File: src/design/rmq_pkg.sv
// ----------------------------------------------------------------------------
// rmq_pkg
// Shared widths, constants and codes for the rotation matrix to quaternion
// pipeline.
// ----------------------------------------------------------------------------
package rmq_pkg;

   localparam int FRAC_BITS = 16;
   localparam int W         = 18;                   // element and result width
   localparam longint ONE   = longint'(1) << FRAC_BITS;
   localparam longint EPS   = (ONE + 500000) / 1000000;
   localparam longint QMAX  = (longint'(1) << (W - 1)) - 1;
   localparam longint QMIN  = -(longint'(1) << (W - 1));

   // signed width of one plus three elements
   localparam int SUMW = ((W > FRAC_BITS + 2) ? W : FRAC_BITS + 2) + 2;
   localparam int RADU = SUMW - 1;                   // non-negative radicand
   localparam int VW   = RADU + FRAC_BITS;           // radicand scaled by ONE
   localparam int RW   = (VW + 1) / 2;               // root width
   localparam int SW   = RW + 1;                     // S = 2 * root
   localparam int NW   = W + 1;                      // numerator, signed
   localparam int MW   = W + 1;                      // numerator magnitude
   localparam int DW   = MW + FRAC_BITS + 1;         // rounded dividend
   localparam int CW   = (DW > SW + W) ? DW : SW + W;

   localparam int SQ_LAT = RW + 1;
   localparam int DV_LAT = W + 1;

   typedef enum logic [1:0] {
      SEL_TRACE = 2'd0,
      SEL_COL0  = 2'd1,
      SEL_COL1  = 2'd2,
      SEL_COL2  = 2'd3
   } sel_type;

endpackage

File: src/design/rmq_div.sv
// ----------------------------------------------------------------------------
// rmq_div
// Pipelined restoring divider, one quotient bit per stage: num / S in fixed
// point, rounded half away from zero, saturated, zero S handled.
// ----------------------------------------------------------------------------
module rmq_div (
   input  logic                          clock,
   input  logic                          en,
   input  logic signed [rmq_pkg::NW-1:0] num,
   input  logic [rmq_pkg::SW-1:0]        s,
   output logic signed [rmq_pkg::W-1:0]  quo
);

   localparam int W  = rmq_pkg::W;
   localparam int CW = rmq_pkg::CW;

   logic [CW-1:0] rem_ff  [0:W];
   logic [W-1:0]  q_ff    [0:W];
   logic [CW-1:0] s_ff    [0:W];
   logic          ov_ff   [0:W];
   logic          zero_ff [0:W];
   logic          neg_ff  [0:W];
   logic          nz_ff   [0:W];

   logic [rmq_pkg::MW-1:0] mag;
   logic [CW-1:0]          dvd;
   logic [CW-1:0]          s_ext;

   always_comb begin
      mag   = num[rmq_pkg::NW-1] ? rmq_pkg::MW'(-num) : rmq_pkg::MW'(num);
      s_ext = CW'(s);
      dvd   = (CW'(mag) << rmq_pkg::FRAC_BITS) + (s_ext >> 1);
   end

   always_ff @(posedge clock) begin
      if (en) begin
         rem_ff[0]  <= dvd;
         q_ff[0]    <= '0;
         s_ff[0]    <= s_ext;
         ov_ff[0]   <= dvd >= (s_ext << W);
         zero_ff[0] <= s == '0;
         neg_ff[0]  <= num[rmq_pkg::NW-1];
         nz_ff[0]   <= num != '0;
      end
   end

   for (genvar k = 1; k <= W; k++) begin : g_stage
      logic [CW-1:0] sh;
      logic          ge;

      always_comb begin
         sh = s_ff[k-1] << (W - k);
         ge = rem_ff[k-1] >= sh;
      end

      always_ff @(posedge clock) begin
         if (en) begin
            rem_ff[k]  <= ge ? rem_ff[k-1] - sh : rem_ff[k-1];
            q_ff[k]    <= q_ff[k-1] | (W'(ge) << (W - k));
            s_ff[k]    <= s_ff[k-1];
            ov_ff[k]   <= ov_ff[k-1];
            zero_ff[k] <= zero_ff[k-1];
            neg_ff[k]  <= neg_ff[k-1];
            nz_ff[k]   <= nz_ff[k-1];
         end
      end
   end

   always_comb begin
      if (zero_ff[W]) begin
         if (!nz_ff[W])
            quo = '0;
         else
            quo = neg_ff[W] ? W'(rmq_pkg::QMIN) : W'(rmq_pkg::QMAX);
      end else if (neg_ff[W]) begin
         if (ov_ff[W] || ({1'b0, q_ff[W]} > (W + 1)'(-rmq_pkg::QMIN)))
            quo = W'(rmq_pkg::QMIN);
         else
            quo = W'(-q_ff[W]);
      end else begin
         if (ov_ff[W] || ({1'b0, q_ff[W]} > (W + 1)'(rmq_pkg::QMAX)))
            quo = W'(rmq_pkg::QMAX);
         else
            quo = q_ff[W];
      end
   end

endmodule

File: config.mk
export PLATFORM = sky130hd
export DESIGN_NAME = rmq_div
export DESIGN_NICKNAME = d
export VERILOG_FILES = /design/src/design/rmq_pkg.sv /design/src/design/rmq_div.sv
export SDC_FILE = /design/constraint.sdc
export NUM_CORES = 2
export LEC_CHECK = 0
export BUFFER_PORTS_ARGS = -buffer_cell sky130_fd_sc_hd__buf_2
export CAP_MARGIN = 5
export CORE_UTILIZATION = 40
export DETAILED_ROUTE_END_ITERATION = 8
export PLACE_DENSITY_LB_ADDON = 0.25
export SLEW_MARGIN = 10
export SYNTH_ARGS = -nofsm -noshare
export SYNTH_HDL_FRONTEND = slang
export SYNTH_SLANG_ARGS = --single-unit
File: constraint.sdc
create_clock -name clock -period 5.65 [get_ports clock]
set_input_delay 0.565 -clock clock [delete_from_list [all_inputs] [get_ports clock]]
set_output_delay 0.565 -clock clock [all_outputs]
set_load 0.03 [all_outputs]
Word-level counts from Yosys, hierarchy flattened
Memory sizes are Yosys's and may differ from the RTL's.
Cells that the tools add are included.
{ "op_classes": {"add_sub_neg": 21, "multipliers": 0, "div_mod_pow": 0, "n_lt_le_gt_ge": 21, "eq_ne": 0, "shifts": 0, "mux": 27, "bitwise_logic": 18, "reduce_logical": 4} }
{ "ops": {"columns": ["cell", "count"], "rows": [
  ["37-bit >= comparator", 18],
  ["37-bit 2-to-1 mux", 18],
  ["37-bit subtractor", 18],
  ["18-bit 2-to-1 mux", 6],
  ["36-bit by 37-bit >= comparator with 1-bit output", 1],
  ["35-bit by 18-bit adder with 36-bit output", 1],
  ["19-bit zero test", 1],
  ["19-bit 2-to-1 mux", 1],
  ["19-bit negator", 1],
  ["19-bit nonzero test", 1],
  ["18-bit by 17-bit > comparator with 1-bit output, second input constant", 1],
  ["18-bit > comparator, second input constant", 1],
  ["18-bit negator", 1],
  ["18-bit by 1-bit bitwise OR with 18-bit output", 1],
  ["18-bit by 10-bit bitwise OR with 18-bit output", 1],
  ["18-bit by 11-bit bitwise OR with 18-bit output", 1],
  ["18-bit by 12-bit bitwise OR with 18-bit output", 1],
  ["18-bit by 13-bit bitwise OR with 18-bit output", 1],
  ["18-bit by 14-bit bitwise OR with 18-bit output", 1],
  ["18-bit by 15-bit bitwise OR with 18-bit output", 1],
  ["18-bit by 16-bit bitwise OR with 18-bit output", 1],
  ["18-bit by 17-bit bitwise OR with 18-bit output", 1],
  ["18-bit bitwise OR", 1],
  ["18-bit by 2-bit bitwise OR with 18-bit output", 1],
  ["other kinds (9)", 11]
]} }
{ "totals": {"ff_bits": 0, "latchBits": 0, "ram_bits": 1824, "romBits": 0, "input_bits": 40, "out_inout_bits": 18, "mem_count": 7} }
{ "memory_table": {"columns": ["memory", "depth", "width", "rd", "rd_ports_with_merged_regs", "wr", "line", "text"], "rows": [
  ["rem_ff", 19, 37, 18, 0, 19, "rmq_div.sv:17", "logic [CW-1:0] rem_ff [0:W];"],
  ["s_ff", 19, 37, 18, 0, 19, "rmq_div.sv:19", "logic [CW-1:0] s_ff [0:W];"],
  ["q_ff", 19, 18, 19, 0, 19, "rmq_div.sv:18", "logic [W-1:0] q_ff [0:W];"],
  ["neg_ff", 19, 1, 19, 0, 19, "rmq_div.sv:22", "logic neg_ff [0:W];"],
  ["nz_ff", 19, 1, 19, 0, 19, "rmq_div.sv:23", "logic nz_ff [0:W];"],
  ["ov_ff", 19, 1, 19, 0, 19, "rmq_div.sv:20", "logic ov_ff [0:W];"],
  ["+1 memories", null, null, null, null, null, null, null]
]} }

Depth between registers and ports, before layout
An unclocked memory read counts as a cell.
{ "logic_depth": {"word_depth": 6, "depth_mapped": 20, "ltp_nobuf": 19} }

Least setup slack after synthesis
Ideal clock, no wire load.
{ "synth_timing": {"path_kind": "input port to flip-flop", "from": "in num[18] (netlist bit)", "to": "mem ov_ff[0] (data pin)", "setup_time_ns": 0.269, "t_arrival_ns": 4.015, "required_time_ns": 5.381, "path_slack_ns": 1.366, "stages": 18, "path_buffers": 3, "cell_sequence": "clkbuf_1 -> clkbuf_1 -> buf_1 -> o21ai_0 -> ha_1 -> a21oi_1 -> nor3_1 -> o21ai_0 -> a211o_1 -> a211oi_1 -> xnor2_1 -> ha_1 -> a21o_1 -> a21o_1 -> a21oi_1 -> o21ai_0 -> o211ai_1 -> a311oi_1"} }
{ "synth_lines": {"columns": ["item", "line", "text"], "rows": [
  ["from (decl)", "rmq_div.sv:9", "input logic signed [rmq_pkg::NW-1:0] num,"],
  ["to (decl)", "rmq_div.sv:20", null]
]} }

==> metrics <==
Final GP Congestion 0.888; crit-path cells inv_1 > ha_1 > or3b_1 > or4_4 > or3_4 > or4_4 > a21oi_4 > nand2_4 > nor3b_2 > a211oi_1 > o21ai_1 > buf_2; final hold vios 0; Die ar. 148000 sq um; CTS root buf clkbuf_16; Mean Syn Cell Area 11.5 sq um; Via density 5.35; Synth Warn # 0; max-slew violations 0; PD cells 470 nW/um^2; Worst Max-Slew Pin Slew 1.14 ns; Largest stage delay, worst path 0.51 ns; Max Cap Viol 0; Layout Nets 5621; Tmin final 5.04 ns; CP required 5.09 ns; DR pass1 iterations 5; Inserted Diodes 0; drt wl/cell 18.3 um; GRT Total Usage 17.7%; Yosys reg bits 1086; vias 38600; DP Worst Slack 1.01 ns; critical path capture point type primary output; maximum fanout along the worst path 14; DP Wirelength 98500 um; Synth Instances 5082; setup ws final 0.610 ns; CP Class reg2out; startpoint types register; critical path data arrival time 4.47 ns; VDD IR max 0.353 mV; status complete, no violations; DR iter-0 viols 2624; commonest non-fill, non-tap cells in the layout edfxtp_1, inv_1, ha_1; Congestion Overflow GR 0; Pleak 25.0 nW; FMAX 198 MHz; first-pass GRT wire length 207000 um; area delta synth->final 11.4%; IO Count 58; Post-Route WL 132000 um; input/output buffers 57; unrepaired setup endpoints after global routing no; commonest non-fill, non-tap cell in the layout edfxtp_1; Clk pin slew, worst setup/hold paths 0.06 ns; Synth Cell Area 58600 sq um; remaining antenna violation count 0; slew margin rel. 24.0%; chip width 385 um; share of cells above drive strength 1 7.25%; met3 WL 5640 um; ys flop type edfxtp_1; Crit path buffers/inverters 2; Max stage delay cell, worst path or4_4; row cnt 140; CTS H-tree lvls 3; CTS Sinks 1086; Yosys cell types 89; Post-synth EDFFs 1086; Core ar. 146000 sq um; Final Util 44.9%; HP Class in2reg; vias in the first global route 37000; clock buffer depth 3; PostCTS Resize Cnt 0; top layer in use met4; CTS tree done; M1 WL 60400 um; cts bufs inserted 118; initial antenna violation count 0; Setup-failing EPs final 0; DIE HEIGHT 385 um; clock skew 0.0542 ns; Post-synth ARST share 0%; CP top delay family simple AND/OR/NAND/NOR gates; pin count of the biggest net entering global routing 148; worst skew pair latency 0.75 ns; most used cell along the critical path or4_4; fin crit share 89.2%; sequential-to-total area share from yosys stat 55.6%; detailed-route DRC error count 0; Initial Utilization 40.3%; wire length on met2 63200 um; Fin Setup TNS 0 ns
logic make-up after synthesis:
| group | synth area share (%) |
|---|---|
| AND/OR/NAND/NOR | 11.8 |
| AO/OA/AOI/OAI | 12.8 |
| flip-flops | 55.6 |
| buffers and inverters | 3.55 |
| XOR/XNOR | 6.38 |
| adder cells (fa/ha/maj) | 8.38 |
| multiplexers | 1.44 |
| other | 0.00640 |
flip-flops by register name, indices dropped and copies added, names as in the netlist:
signal	flops
q_ff	171
ov_ff	19
zero_ff	19
rem_ff	649
neg_ff	19
s_ff	190
nz_ff	19
power by group:
group / total (mW) / internal [mW] / leakage, nW / switching (mW)
sequential: 12.5 / 11.3 / 10.5 / 1.26
clock: 7.74 / 4.49 / 1.91 / 3.24
combinational: 10.5 / 4.52 / 12.6 / 5.94
what timing repair did:
action | CTS | global route
setup buffers | 0 | 0
endpoints found under the hold margin | 7 | 0
hold buffers | 7 | 0
synth_stat cells (41+ instances only):
cell type,n,area (sq um)
mux2_2,68,766
nor2_1,334,1250
xnor2_1,208,1820
clkbuf_1,83,312
a21o_1,148,1110
nand2_1,324,1220
edfxtp_1,1086,32600
o31ai_1,41,308
o21ai_0,323,1620
nand2b_1,73,457
and3_1,43,269
o21a_1,62,465
or3_1,63,394
inv_1,445,1670
nor4_1,82,513
nand3_1,69,345
nand4_1,65,407
xor2_1,219,1920
a211oi_1,42,315
nor2b_1,53,332
a21oi_1,338,1690
nor3_1,111,556
ha_1,364,4550
layer usage:
metal  global-route usage (%)  vias up
li1                         -    19100
met1                     23.9    18500
met2                     29.5      776
met3                     2.59      185
met4                     4.73        0
met5                        0        -
worst paths after layout:
| kind | from | cells after the start | end | slack (ns) |
|---|---|---|---|---|
| worst max-delay path | q_ff[18][1] | 12 | quo[12] | 0.61 |
| worst min-delay path | s[6] | 1 | s_ff[0][6] | 0.08 |
| worst max register to register | rem_ff[10][7] | 12 | rem_ff[11][31] | 1.52 |
| worst min register to register | q_ff[16][12] | 0 | q_ff[17][12] | 0.38 |
through the flow:
| stage | std cells | power (mW) | hold WS, ns | cell area [sq um] |
|---|---|---|---|---|
| 4_1_cts | 7216 | 31.0 | 0.00907 | 65300 |
| 2_1_floorplan | 5083 | 20.1 | 0.400 | 58600 |
| 5_1_grt | 7216 | 32.7 | 0.0287 | 65300 |
| 3_5_place_dp | 6989 | 23.1 | 0.405 | 61300 |
| 3_3_place_gp | 6989 | 22.9 | 0.401 | 61300 |
| 6_report | 7216 | 30.7 | 0.0839 | 65300 |
layout make-up:
cell class | count | area (sq um)
Clock inverter | 85 | 930
Timing Repair Buffer | 96 | 681
Sequential cell | 1086 | 32600
Clock buffer | 135 | 3020
Tap cell | 1917 | 2400
Multi-Input combinational cell | 3449 | 24000
Inverter | 448 | 1680
Fill cell | 13300 | 80300
(Power assumes the default switching activity.)
