--- config.mk ---
export PLATFORM = sky130hd
export DESIGN_NAME = rmq_sqrt
export DESIGN_NICKNAME = d
export VERILOG_FILES = /design/src/design/rmq_pkg.sv /design/src/design/rmq_sqrt.sv
export SDC_FILE = /design/constraint.sdc
export NUM_CORES = 1
export LEC_CHECK = 0
export ABC_AREA = 1
export CORE_ASPECT_RATIO = 1.75
export CORE_MARGIN = 3
export CORE_UTILIZATION = 65
export CTS_CLUSTER_DIAMETER = 100
export DETAILED_ROUTE_END_ITERATION = 6
export DONT_BUFFER_PORTS = 1
export PLACE_DENSITY = 0.86
export SLEW_MARGIN = 15
export SYNTH_ARGS = -nofsm -noshare
export SYNTH_HDL_FRONTEND = slang
export SYNTH_SLANG_ARGS = --single-unit
--- constraint.sdc ---
create_clock -name clock -period 4.42 [get_ports clock]
set_clock_uncertainty 0.2 [all_clocks]
set_input_delay 0.442 -clock clock [delete_from_list [all_inputs] [get_ports clock]]
set_output_delay 0.442 -clock clock [all_outputs]
set_load 0.02 [all_outputs]
--- src/design/rmq_pkg.sv ---
// ----------------------------------------------------------------------------
// rmq_pkg
// Shared widths, constants and codes for the rotation matrix to quaternion
// pipeline.
// ----------------------------------------------------------------------------
package rmq_pkg;

   localparam int FRAC_BITS = 16;
   localparam int W         = 18;                   // element and result width
   localparam longint ONE   = longint'(1) << FRAC_BITS;
   localparam longint EPS   = (ONE + 500000) / 1000000;
   localparam longint QMAX  = (longint'(1) << (W - 1)) - 1;
   localparam longint QMIN  = -(longint'(1) << (W - 1));

   // signed width of one plus three elements
   localparam int SUMW = ((W > FRAC_BITS + 2) ? W : FRAC_BITS + 2) + 2;
   localparam int RADU = SUMW - 1;                   // non-negative radicand
   localparam int VW   = RADU + FRAC_BITS;           // radicand scaled by ONE
   localparam int RW   = (VW + 1) / 2;               // root width
   localparam int SW   = RW + 1;                     // S = 2 * root
   localparam int NW   = W + 1;                      // numerator, signed
   localparam int MW   = W + 1;                      // numerator magnitude
   localparam int DW   = MW + FRAC_BITS + 1;         // rounded dividend
   localparam int CW   = (DW > SW + W) ? DW : SW + W;

   localparam int SQ_LAT = RW + 1;
   localparam int DV_LAT = W + 1;

   typedef enum logic [1:0] {
      SEL_TRACE = 2'd0,
      SEL_COL0  = 2'd1,
      SEL_COL1  = 2'd2,
      SEL_COL2  = 2'd3
   } sel_type;

endpackage

--- src/design/rmq_sqrt.sv ---
// ----------------------------------------------------------------------------
// rmq_sqrt
// Pipelined integer square root, one root bit per stage: root = floor(sqrt(
// rad * ONE)).
// ----------------------------------------------------------------------------
module rmq_sqrt (
   input  logic                     clock,
   input  logic                     en,
   input  logic [rmq_pkg::RADU-1:0] rad,
   output logic [rmq_pkg::RW-1:0]   root
);

   localparam int RW = rmq_pkg::RW;
   localparam int VV = 2 * RW;

   logic [RW+1:0] rem_ff [0:RW];
   logic [RW-1:0] r_ff   [0:RW];
   logic [VV-1:0] v_ff   [0:RW];

   always_ff @(posedge clock) begin
      if (en) begin
         rem_ff[0] <= '0;
         r_ff[0]   <= '0;
         v_ff[0]   <= VV'({{(VV - rmq_pkg::RADU){1'b0}}, rad} << rmq_pkg::FRAC_BITS);
      end
   end

   for (genvar k = 1; k <= RW; k++) begin : g_stage
      logic [RW+3:0] raw;
      logic [RW+3:0] trial;
      logic [RW+1:0] rem_in;
      logic [RW-1:0] r_in;

      always_comb begin
         raw   = {rem_ff[k-1], v_ff[k-1][VV-1 -: 2]};
         trial = {2'b00, r_ff[k-1], 2'b01};
         if (raw >= trial) begin
            rem_in = (RW + 2)'(raw - trial);
            r_in   = {r_ff[k-1][RW-2:0], 1'b1};
         end else begin
            rem_in = (RW + 2)'(raw);
            r_in   = {r_ff[k-1][RW-2:0], 1'b0};
         end
      end

      always_ff @(posedge clock) begin
         if (en) begin
            rem_ff[k] <= rem_in;
            r_ff[k]   <= r_in;
            v_ff[k]   <= v_ff[k-1] << 2;
         end
      end
   end

   assign root = r_ff[RW];

endmodule

# Word-level counts from Yosys, hierarchy flattened
# Memory sizes are Yosys's and may differ from the RTL's.
# Cells that the tools add are included.
# word_totals
wordCells,77
reg_bits,0
mem_count,3
ram_bits,1368
output_inout_bits,18
# op_classes
n_mux,38
n_addsub,18
magnitude_cmp,18
# memory_table
name,words,width,rd,rd_ports_with_merged_regs,wr,line,source
v_ff,19,34,18,0,19,rmq_sqrt.sv:18,logic [VV-1:0] v_ff [0:RW];
rem_ff,19,20,18,0,19,rmq_sqrt.sv:16,logic [RW+1:0] rem_ff [0:RW];
r_ff,19,18,19,0,19,rmq_sqrt.sv:17,logic [RW-1:0] r_ff [0:RW];
# ops
op,count
$ge 22x20->1,18
$mux 20,18
$sub 20x20->20,18
$mux 1,20

# Logic depth before layout (Yosys ltp)
# Gate-level depths: netlist of the first run.
# An unclocked memory read counts as a cell.
# logic_depth
ltp_word,3
mapped_depth,15
mapped_depth_nobuf,15

# Worst setup path after synthesis of the first run
# OpenSTA, ideal clock, no wires.
# synth_path
path_kind,register to register
from,mem r_ff[10][0] (netlist bit)
to,mem rem_ff[11][11] (netlist bit) (data pin)
required_time_ns,3.967
setup_time_ns,0.253
arrival_ns,1.826
path_stages_with_launch,12
setup_slack_ns,2.141
cell_sequence,edfxtp_1 -> inv_1 -> ha_1 -> inv_1 -> fa_1 -> o21ai_1 -> nand3_1 -> nand3_1 -> nor2_2 -> buf_4 -> nand2_1 -> nand2_1
# synth_lines
item,line
"start, declared",rmq_sqrt.sv:17
"end, declared",rmq_sqrt.sv:16

==> flow_metrics.tcl, run 1 <==
set metrics [dict create \
    synth-xor-area-share_pct 3.20 \
    synth_top_family_by_area "simple AND/OR/NAND/NOR gates" \
    cts.sinks 584 \
    synthAdderAreaFrac_pct 6.85 \
    cts_buffers 52 \
    r2r_cells 8 \
    core_area_um2 50900 \
    overflow 0 \
    worst_slew_pin_slew_ns 1.69 \
    synth_commonest_cells "nand2_1, inv_1, edfxtp_1" \
    die-height_um 307 \
    report.final.hold_viol_count 0 \
    synth-seq-cells 584 \
    initial_core_util_pct 66.2 \
    via_per_inst 5.65 \
    synthFlopType "edfxtp_1" \
    muxShareOfSynthArea_pct 0 \
    syn_area_um2 33700 \
    track_usage_pct 30.4 \
    min_path_cells 0 \
    slowest_delay_ns 0.58 \
    critical-path-slowest-cell "nand3_1" \
    drt-total-wl_um 81900 \
    slew_headroom_pct -12.4 \
    period_share_pct 67.6 \
    yosysSeqAreaShare_pct 52.1 \
    post_cts.repair.setup_buffers 0 \
    postCtsResizedCells 0 \
    worst-path-buf-inv 1 \
    ioPinCount 39 \
    drive_above_1_share_pct 5.67 \
    clockRootBuffer "clkbuf_16" \
    crit_chain "ha_1 -> a21oi_1 -> nand2_1 -> nor2_1 -> buf_4 -> nand3_1 -> nand3_1 -> nand2_1" \
    grt_pass1_wl_um 129000 \
    critPathKind "reg -> reg" \
    yosysMostFrequentCell "nand2_1" \
    synthArstFlopShare_pct 0 \
    rrSetupSlack_ns 1.43 \
    cp.arrival_ns 3.12 \
    fp.dieW_um 178 \
    syn_nets 3975 \
    cp_top_family "simple AND/OR/NAND/NOR gates" \
    finalWorstSetupSlack_ns 1.43 \
    cellPowerDensity_nw_per_um2 404 \
    yosys.area_share.simple_pct 24.1 \
    multi_input_area_um2 13600 \
    critPathMaxFanout 21 \
    layout_min_cycle_time_ns 2.99 \
    grt_max_degree 585 \
    r2r-start "rem_ff[14][13]$_DFFE_PP_" \
    regArea_um2 17500 \
    n_antenna_cell 0 \
    required_ns 4.56 \
    peakVddDrop_v 0.000377 \
    pre_cts_ws_ns 1.48 \
    holdPathEnd "v_ff[4][25]$_DFFE_PP_" \
    synth_top_area_share_pct 52.1 \
    clk_pin_slew_ns 0.07 \
    dp_hpwl_um 61100 \
    dp_cells 4410 \
    drv_slew 181 \
    rr_endpoint "rem_ff[15][13]$_DFFE_PP_" \
    cts_tree "done" \
    fin_cells 4526 \
    vias 25559 \
    drc 3 \
    synth_edf_count 584 \
    num-fill-cells 3762 \
    area_growth_pct 7.25 \
    maxCapViolCount 0 \
    synth_area_leaders "edfxtp_1, nand2_1, inv_1" \
    yosysWarningCount 0 \
    routedWlPerCell_um 18.1 \
    ant_nets 0 \
    start_kind "register" \
    grt_pass1_vias 26231 \
    fin_setup_tns_ns 0 \
    ys_types 56 \
    finalSetupViolCount 0 \
    endpoint_kind "register" \
    synth_area_leader_cell "edfxtp_1" \
    status "finished, violations left" \
    clock.fmax_ghz 0.335 \
    rsz0062_at_grt "false" \
    drt_iter0_markers 1586 \
    dieArea_um2 54700 \
    cts_max_level 2 \
    violations "design-rule violations, max-slew violations" \
    hp-class "in -> reg" \
    p_leak_nw 16.0 \
    clk_latency_ns 0.59 \
    place.gp.congestion 1.00 \
    hold_start "en" \
    final_nets 4020 \
    cts_hold_buf 19 \
    cts_buffer_depth 3 \
    synth_compound_area_share_pct 6.13 \
    rows 109 \
    port_buffers 0 \
    avgSynthCellArea_um2 8.92 \
    antenna_found_initial 0 \
    syn_inst 3774 \
    first_pass_iters 7 \
]
## registers in the layout (all words and copies together) (netlist names)
name,flops
r_ff,171
rem_ff,304
v_ff,109
## routing by layer
metal  up-vias  routed length (um)  GRT usage (%)
met1     11904               25800           27.3
met5         -                   0              0
met4         0                8380           25.6
met2       763               44300           58.0
li1      12491                   -              -
met3       401                3430           4.10
## area by class of cell
class	count	area share (%)
clock buffers	59	3.74
multi-input cells	2553	37.6
repair buffers	23	0.672
clock inverters	36	0.825
flip-flops and latches	584	48.6
inverters	605	6.30
well taps	666	2.31
## through the flow
stage | hold slack [ns] | utilization [%] | power (mW) | cell area [um2]
floorplan | 0.200 | - | 9.30 | 33700
global placement | 0.200 | 67.3 | 10.1 | 34200
detailed placement | 0.205 | 67.3 | 10.1 | 34200
CTS | -0.216 | 70.9 | 14.6 | 36100
global route | 0.0292 | 71.0 | 15.3 | 36100
finish | 0.157 | 71.0 | 14.6 | 36100
## worst max path at each step
stage | cells after the start | startpoint | endpoint | slack, ns
after global routing | 10 | rem_ff[6][1]$_DFFE_PP_ | rem_ff[7][1]$_DFFE_PP_ | 1.24
after CTS | 8 | rem_ff[14][13]$_DFFE_PP_ | rem_ff[15][13]$_DFFE_PP_ | 1.46
after global placement | 8 | rem_ff[14][13]$_DFFE_PP_ | rem_ff[15][13]$_DFFE_PP_ | 1.52
after floorplan | 11 | r_ff[10][0]$_DFFE_PP_ | rem_ff[11][11]$_DFFE_PP_ | 2.14
final | 8 | rem_ff[14][13]$_DFFE_PP_ | rem_ff[15][13]$_DFFE_PP_ | 1.43
after detailed placement | 8 | rem_ff[14][13]$_DFFE_PP_ | rem_ff[15][13]$_DFFE_PP_ | 1.48
## where the power goes
group          switching [mW]  internal [mW]  total [mW]
registers               0.447           6.81        7.25
clock network            2.07           2.39        4.47
logic                    1.87           1.01        2.88
total                    4.39           10.2        14.6
## placed cells by master (no fill, tap or decap), types with 8 or more instances in the layout
master and instances:
nor2_4 8, nor2_1 339, nand3_1 238, nor2_2 16, xnor2_1 63, inv_2 12, edfxtp_1 584, o21ai_2 35
a21oi_2 17, nor3_1 27, dlygate4sd3_1 20, clkinv_1 11, nand2_1 1096, nand3b_1 51, and2_1 13, o21ai_0 90
nand2_2 21, ha_1 173, nand4_1 45, clkinv_2 8, inv_1 590, clkbuf_16 53, o21ai_1 19, a21oi_1 175
xor2_1 60
## kinds of logic (layout without fill, tap and decap cells)
logic type / count (synthesis) / count (layout)
simple gates: 1889 / 1889
buf+inv: 637 / 723
flops: 584 / 584
compound gates: 360 / 360
fa+ha+maj: 180 / 180
xor+xnor: 123 / 123
other cells: 1 / 1
No activity file was read; power rests on OpenSTA's default activity.
==> run 2, diff against run 1 <==
--- a/config.mk
+++ b/config.mk
@@ -5,14 +5,14 @@
 export SDC_FILE = /design/constraint.sdc
 export NUM_CORES = 1
 export LEC_CHECK = 0
-export ABC_AREA = 1
+export ABC_AREA = 0
 export CORE_ASPECT_RATIO = 1.75
 export CORE_MARGIN = 3
-export CORE_UTILIZATION = 65
+export CORE_UTILIZATION = 64
 export CTS_CLUSTER_DIAMETER = 100
 export DETAILED_ROUTE_END_ITERATION = 6
 export DONT_BUFFER_PORTS = 1
-export PLACE_DENSITY = 0.86
+export PLACE_DENSITY = 0.85
 export SLEW_MARGIN = 15
 export SYNTH_ARGS = -nofsm -noshare
 export SYNTH_HDL_FRONTEND = slang
==> constraint.sdc (replaced) <==
create_clock -name clock -period 2.8 [get_ports clock]
set_clock_uncertainty 0.2 [all_clocks]
set_input_delay 0.28 -clock clock [delete_from_list [all_inputs] [get_ports clock]]
set_output_delay 0.28 -clock clock [all_outputs]
set_load 0.02 [all_outputs]
==> run 2 against run 1 <==
Effect of this change: the flow finishes with violations (negative hold slack, max-slew violations, negative setup slack); total power grew 66%; wire length grew 2.2%; final cell count shrank 24%; cell area grew 3.6%; combinational power grew 79%; worst setup slack lost 1.8 ns; synthesized area shrank 12%; sequential power grew 60%; count of clock-buffer cells in the layout shrank 2.
==> flow_metrics.tcl, run 2 <==
set metrics [dict create \
    worst-path-buf-inv 3 \
    drt_iter0_markers 2042 \
    critPathMaxFanout 4 \
    synth_commonest_cells "edfxtp_1, inv_1, nand2_1" \
    fin_cells 3462 \
    ys_types 84 \
    total_power_mw 24.3 \
    cts_hold_buf 19 \
    vias 22081 \
    regMostFlops "rem_ff" \
    finalWorstSetupSlack_ns -0.338 \
    dieArea_um2 48800 \
    first_pass_iters 5 \
    yosysSeqAreaShare_pct 59.5 \
    cp_top_family "adder cells" \
    yosys.area_share.simple_pct 11.0 \
    final_common_cell "edfxtp_1" \
    r2r_cells 11 \
    worst_slew_pin_slew_ns 2.25 \
    area_growth_pct 26.8 \
    fin_util_pct 82.4 \
    largest_reg_flops 304 \
    critical-path-slowest-cell "edfxtp_1" \
    ioPinCount 39 \
    ant_nets 0 \
    final_cell_mix "edfxtp_1, buf_4, inv_1" \
    initial_core_util_pct 65.0 \
    antenna_found_initial 2 \
    netSwitchingFraction_pct 28.2 \
    core_area_um2 45400 \
    synth_edf_count 584 \
    violations "negative hold slack, max-slew violations, negative setup slack" \
    cts_buffer_depth 3 \
    start_kind "register" \
    p_int_mw 17.4 \
    timing.hold.ws_ns -0.401 \
    yosysMostFrequentCell "edfxtp_1" \
    cts_tree "done" \
    synth_compound_area_share_pct 11.1 \
    cts_max_level 2 \
    power.switching_mw 6.84 \
    rsz0062_at_grt "true" \
    clock_power_share_pct 30.9 \
    synth_area_leader_cell "edfxtp_1" \
    reg_top3 "rem_ff (304), r_ff (171), v_ff (109)" \
    fp.dieW_um 168 \
    port_buffers 0 \
    drt-total-wl_um 83700 \
    clk_latency_ns 0.60 \
    report.final.hold_viol_count 67 \
    p_leak_nw 14.8 \
    crit_start "r_ff[12][0]$_DFFE_PP_" \
    dp_hpwl_um 51100 \
    synthArstFlopShare_pct 0 \
    multi_input_area_um2 13000 \
    synth-xor-area-share_pct 5.67 \
    rows 103 \
    drive_above_1_share_pct 29.5 \
    endpoint_kind "register" \
    synth_top_family_by_area "compound AO/OA/AOI/OAI gates" \
    cp.arrival_ns 3.28 \
    via_per_inst 6.38 \
    period_share_pct 112 \
    muxShareOfSynthArea_pct 1.42 \
    rr_endpoint "rem_ff[13][6]$_DFFE_PP_" \
    clock.fmax_ghz 0.319 \
    hold_start "en" \
    num-fill-cells 2189 \
    cts_buffers 52 \
    critPathKind "reg -> reg" \
    synth_area_leaders "edfxtp_1, ha_1, xor2_1" \
    finalSetupViolCount 136 \
    synthFlopType "edfxtp_1" \
    final_nets 3042 \
    syn_inst 2427 \
    p_comb_share_pct 21.2 \
    overflow 0 \
    pre_cts_ws_ns -0.493 \
    slowest_delay_ns 0.44 \
    seqPwrFrac_pct 47.9 \
    hp-class "in -> reg" \
    required_ns 2.94 \
    crit_chain "inv_1 -> ha_2 -> inv_2 -> fa_2 -> nor2b_2 -> o31a_1 -> o2111ai_2 -> nand4_1 -> nand2_2 -> buf_6 -> mux2_4" \
    die-height_um 290 \
    clk_pin_slew_ns 0.07 \
    grt_pass1_vias 22421 \
    holdPathEnd "v_ff[0][17]$_DFFE_PP_" \
    drc 0 \
    drv_slew 316 \
    track_usage_pct 30.3 \
    grt_max_degree 585 \
    slew_headroom_pct -50.3 \
    peakVddDrop_v 0.000802 \
    status "finished, violations left" \
    avgSynthCellArea_um2 12.1 \
    place.gp.congestion 0.965 \
    dp_cells 3225 \
    r2r-start "r_ff[12][0]$_DFFE_PP_" \
    min_path_cells 0 \
    cts.sinks 584 \
    grt_pass1_wl_um 116000 \
    regArea_um2 17500 \
    yosysWarningCount 0 \
    layout_min_cycle_time_ns 3.14 \
    synth_top_area_share_pct 59.5 \
    cellPowerDensity_nw_per_um2 649 \
    synth-seq-cells 584 \
    routedWlPerCell_um 24.2 \
    clockRootBuffer "clkbuf_16" \
    synthAdderAreaFrac_pct 7.82 \
    rrSetupSlack_ns -0.34 \
    maxCapViolCount 0 \
    syn_nets 2628 \
    syn_area_um2 29500 \
]
==> run 2: cell count changes after synthesis, moves of 49 or more <==
cell | before | now
a21oi_1 | 175 | 111
inv_1 | 590 | 232
nand2_1 | 1096 | 190
nand3_1 | 238 | 25
nor2_1 | 339 | 157
nor3_1 | 27 | 77
o21a_1 | 2 | 51
o21ai_0 | 90 | 146
==> run 2: cell families (layout without fill, tap and decap cells) <==
kind of cell,count (synthesis),after routing
adders and majority gates,180,180
and+or+nand+nor,655,655
other,1,2
DFF,584,584
muxes,38,38
buffers and inverters,266,723
AOI/OAI and AO/OA,512,512
xor gates and xnor gates,191,191
==> run 2: power by group through the flow <==
stage	clock network [mW]	registers, mW	logic, mW
global placement	0	11.6	3.72
global route	7.90	11.7	5.52
floorplan	0	11.4	2.66
CTS	7.49	11.5	4.33
finish	7.51	11.6	5.15
detailed placement	0	11.7	3.90
==> run 2: metal layers <==
layer | routed length (um) | part of all wire, % | vias to the layer above | global-route usage (%)
met1 | 24400 | 29 | 10745 | 25.6
met4 | 9450 | 11 | 0 | 23.9
li1 | - | - | 9758 | -
met3 | 3650 | 4.4 | 490 | 3.48
met2 | 46200 | 55 | 1088 | 60.8
met5 | 0 | 0 | - | 0
==> run 2: repair_timing <==
action / CTS / global route
endpoints found under the setup margin: 181 / 235
setup buffers: 48 / 69
hold endpoints to repair: 603 / 211
gates cloned: 9 / 8
pin swaps: 66 / 113
gates resized for setup: 229 / 357
==> run 2: worst max-delay path by stage <==
| stage | cells past startpoint | endpoint |
|---|---|---|
| global placement | 7 | rem_ff[5][0]$_DFFE_PP_ |
| global route | 10 | rem_ff[15][16]$_DFFE_PP_ |
| CTS | 10 | rem_ff[15][16]$_DFFE_PP_ |
| detailed placement | 7 | rem_ff[5][0]$_DFFE_PP_ |
| finish | 11 | rem_ff[13][6]$_DFFE_PP_ |
| floorplan | 10 | rem_ff[15][16]$_DFFE_PP_ |
==> run 2: final cells by class <==
class	instances	area share (%)
Multi-Input combinational cell	1577	34.7
Clock buffer	57	3.53
Clock inverter	40	1.18
Inverter	235	2.40
Antenna cell	1	0.00669
Timing Repair Buffer	390	9.35
Tap cell	577	1.93
Sequential cell	584	46.9
Timing Repair inverter	1	0.0201
==> run 2: per-stage QoR <==
step                TNS [ns]  instance area, um2
global placement      -12.71               32000
CTS                    -3.65               35400
finish                -15.45               37400
detailed placement    -23.43               32000
global route          -24.22               37400
floorplan            -0.0399               29500
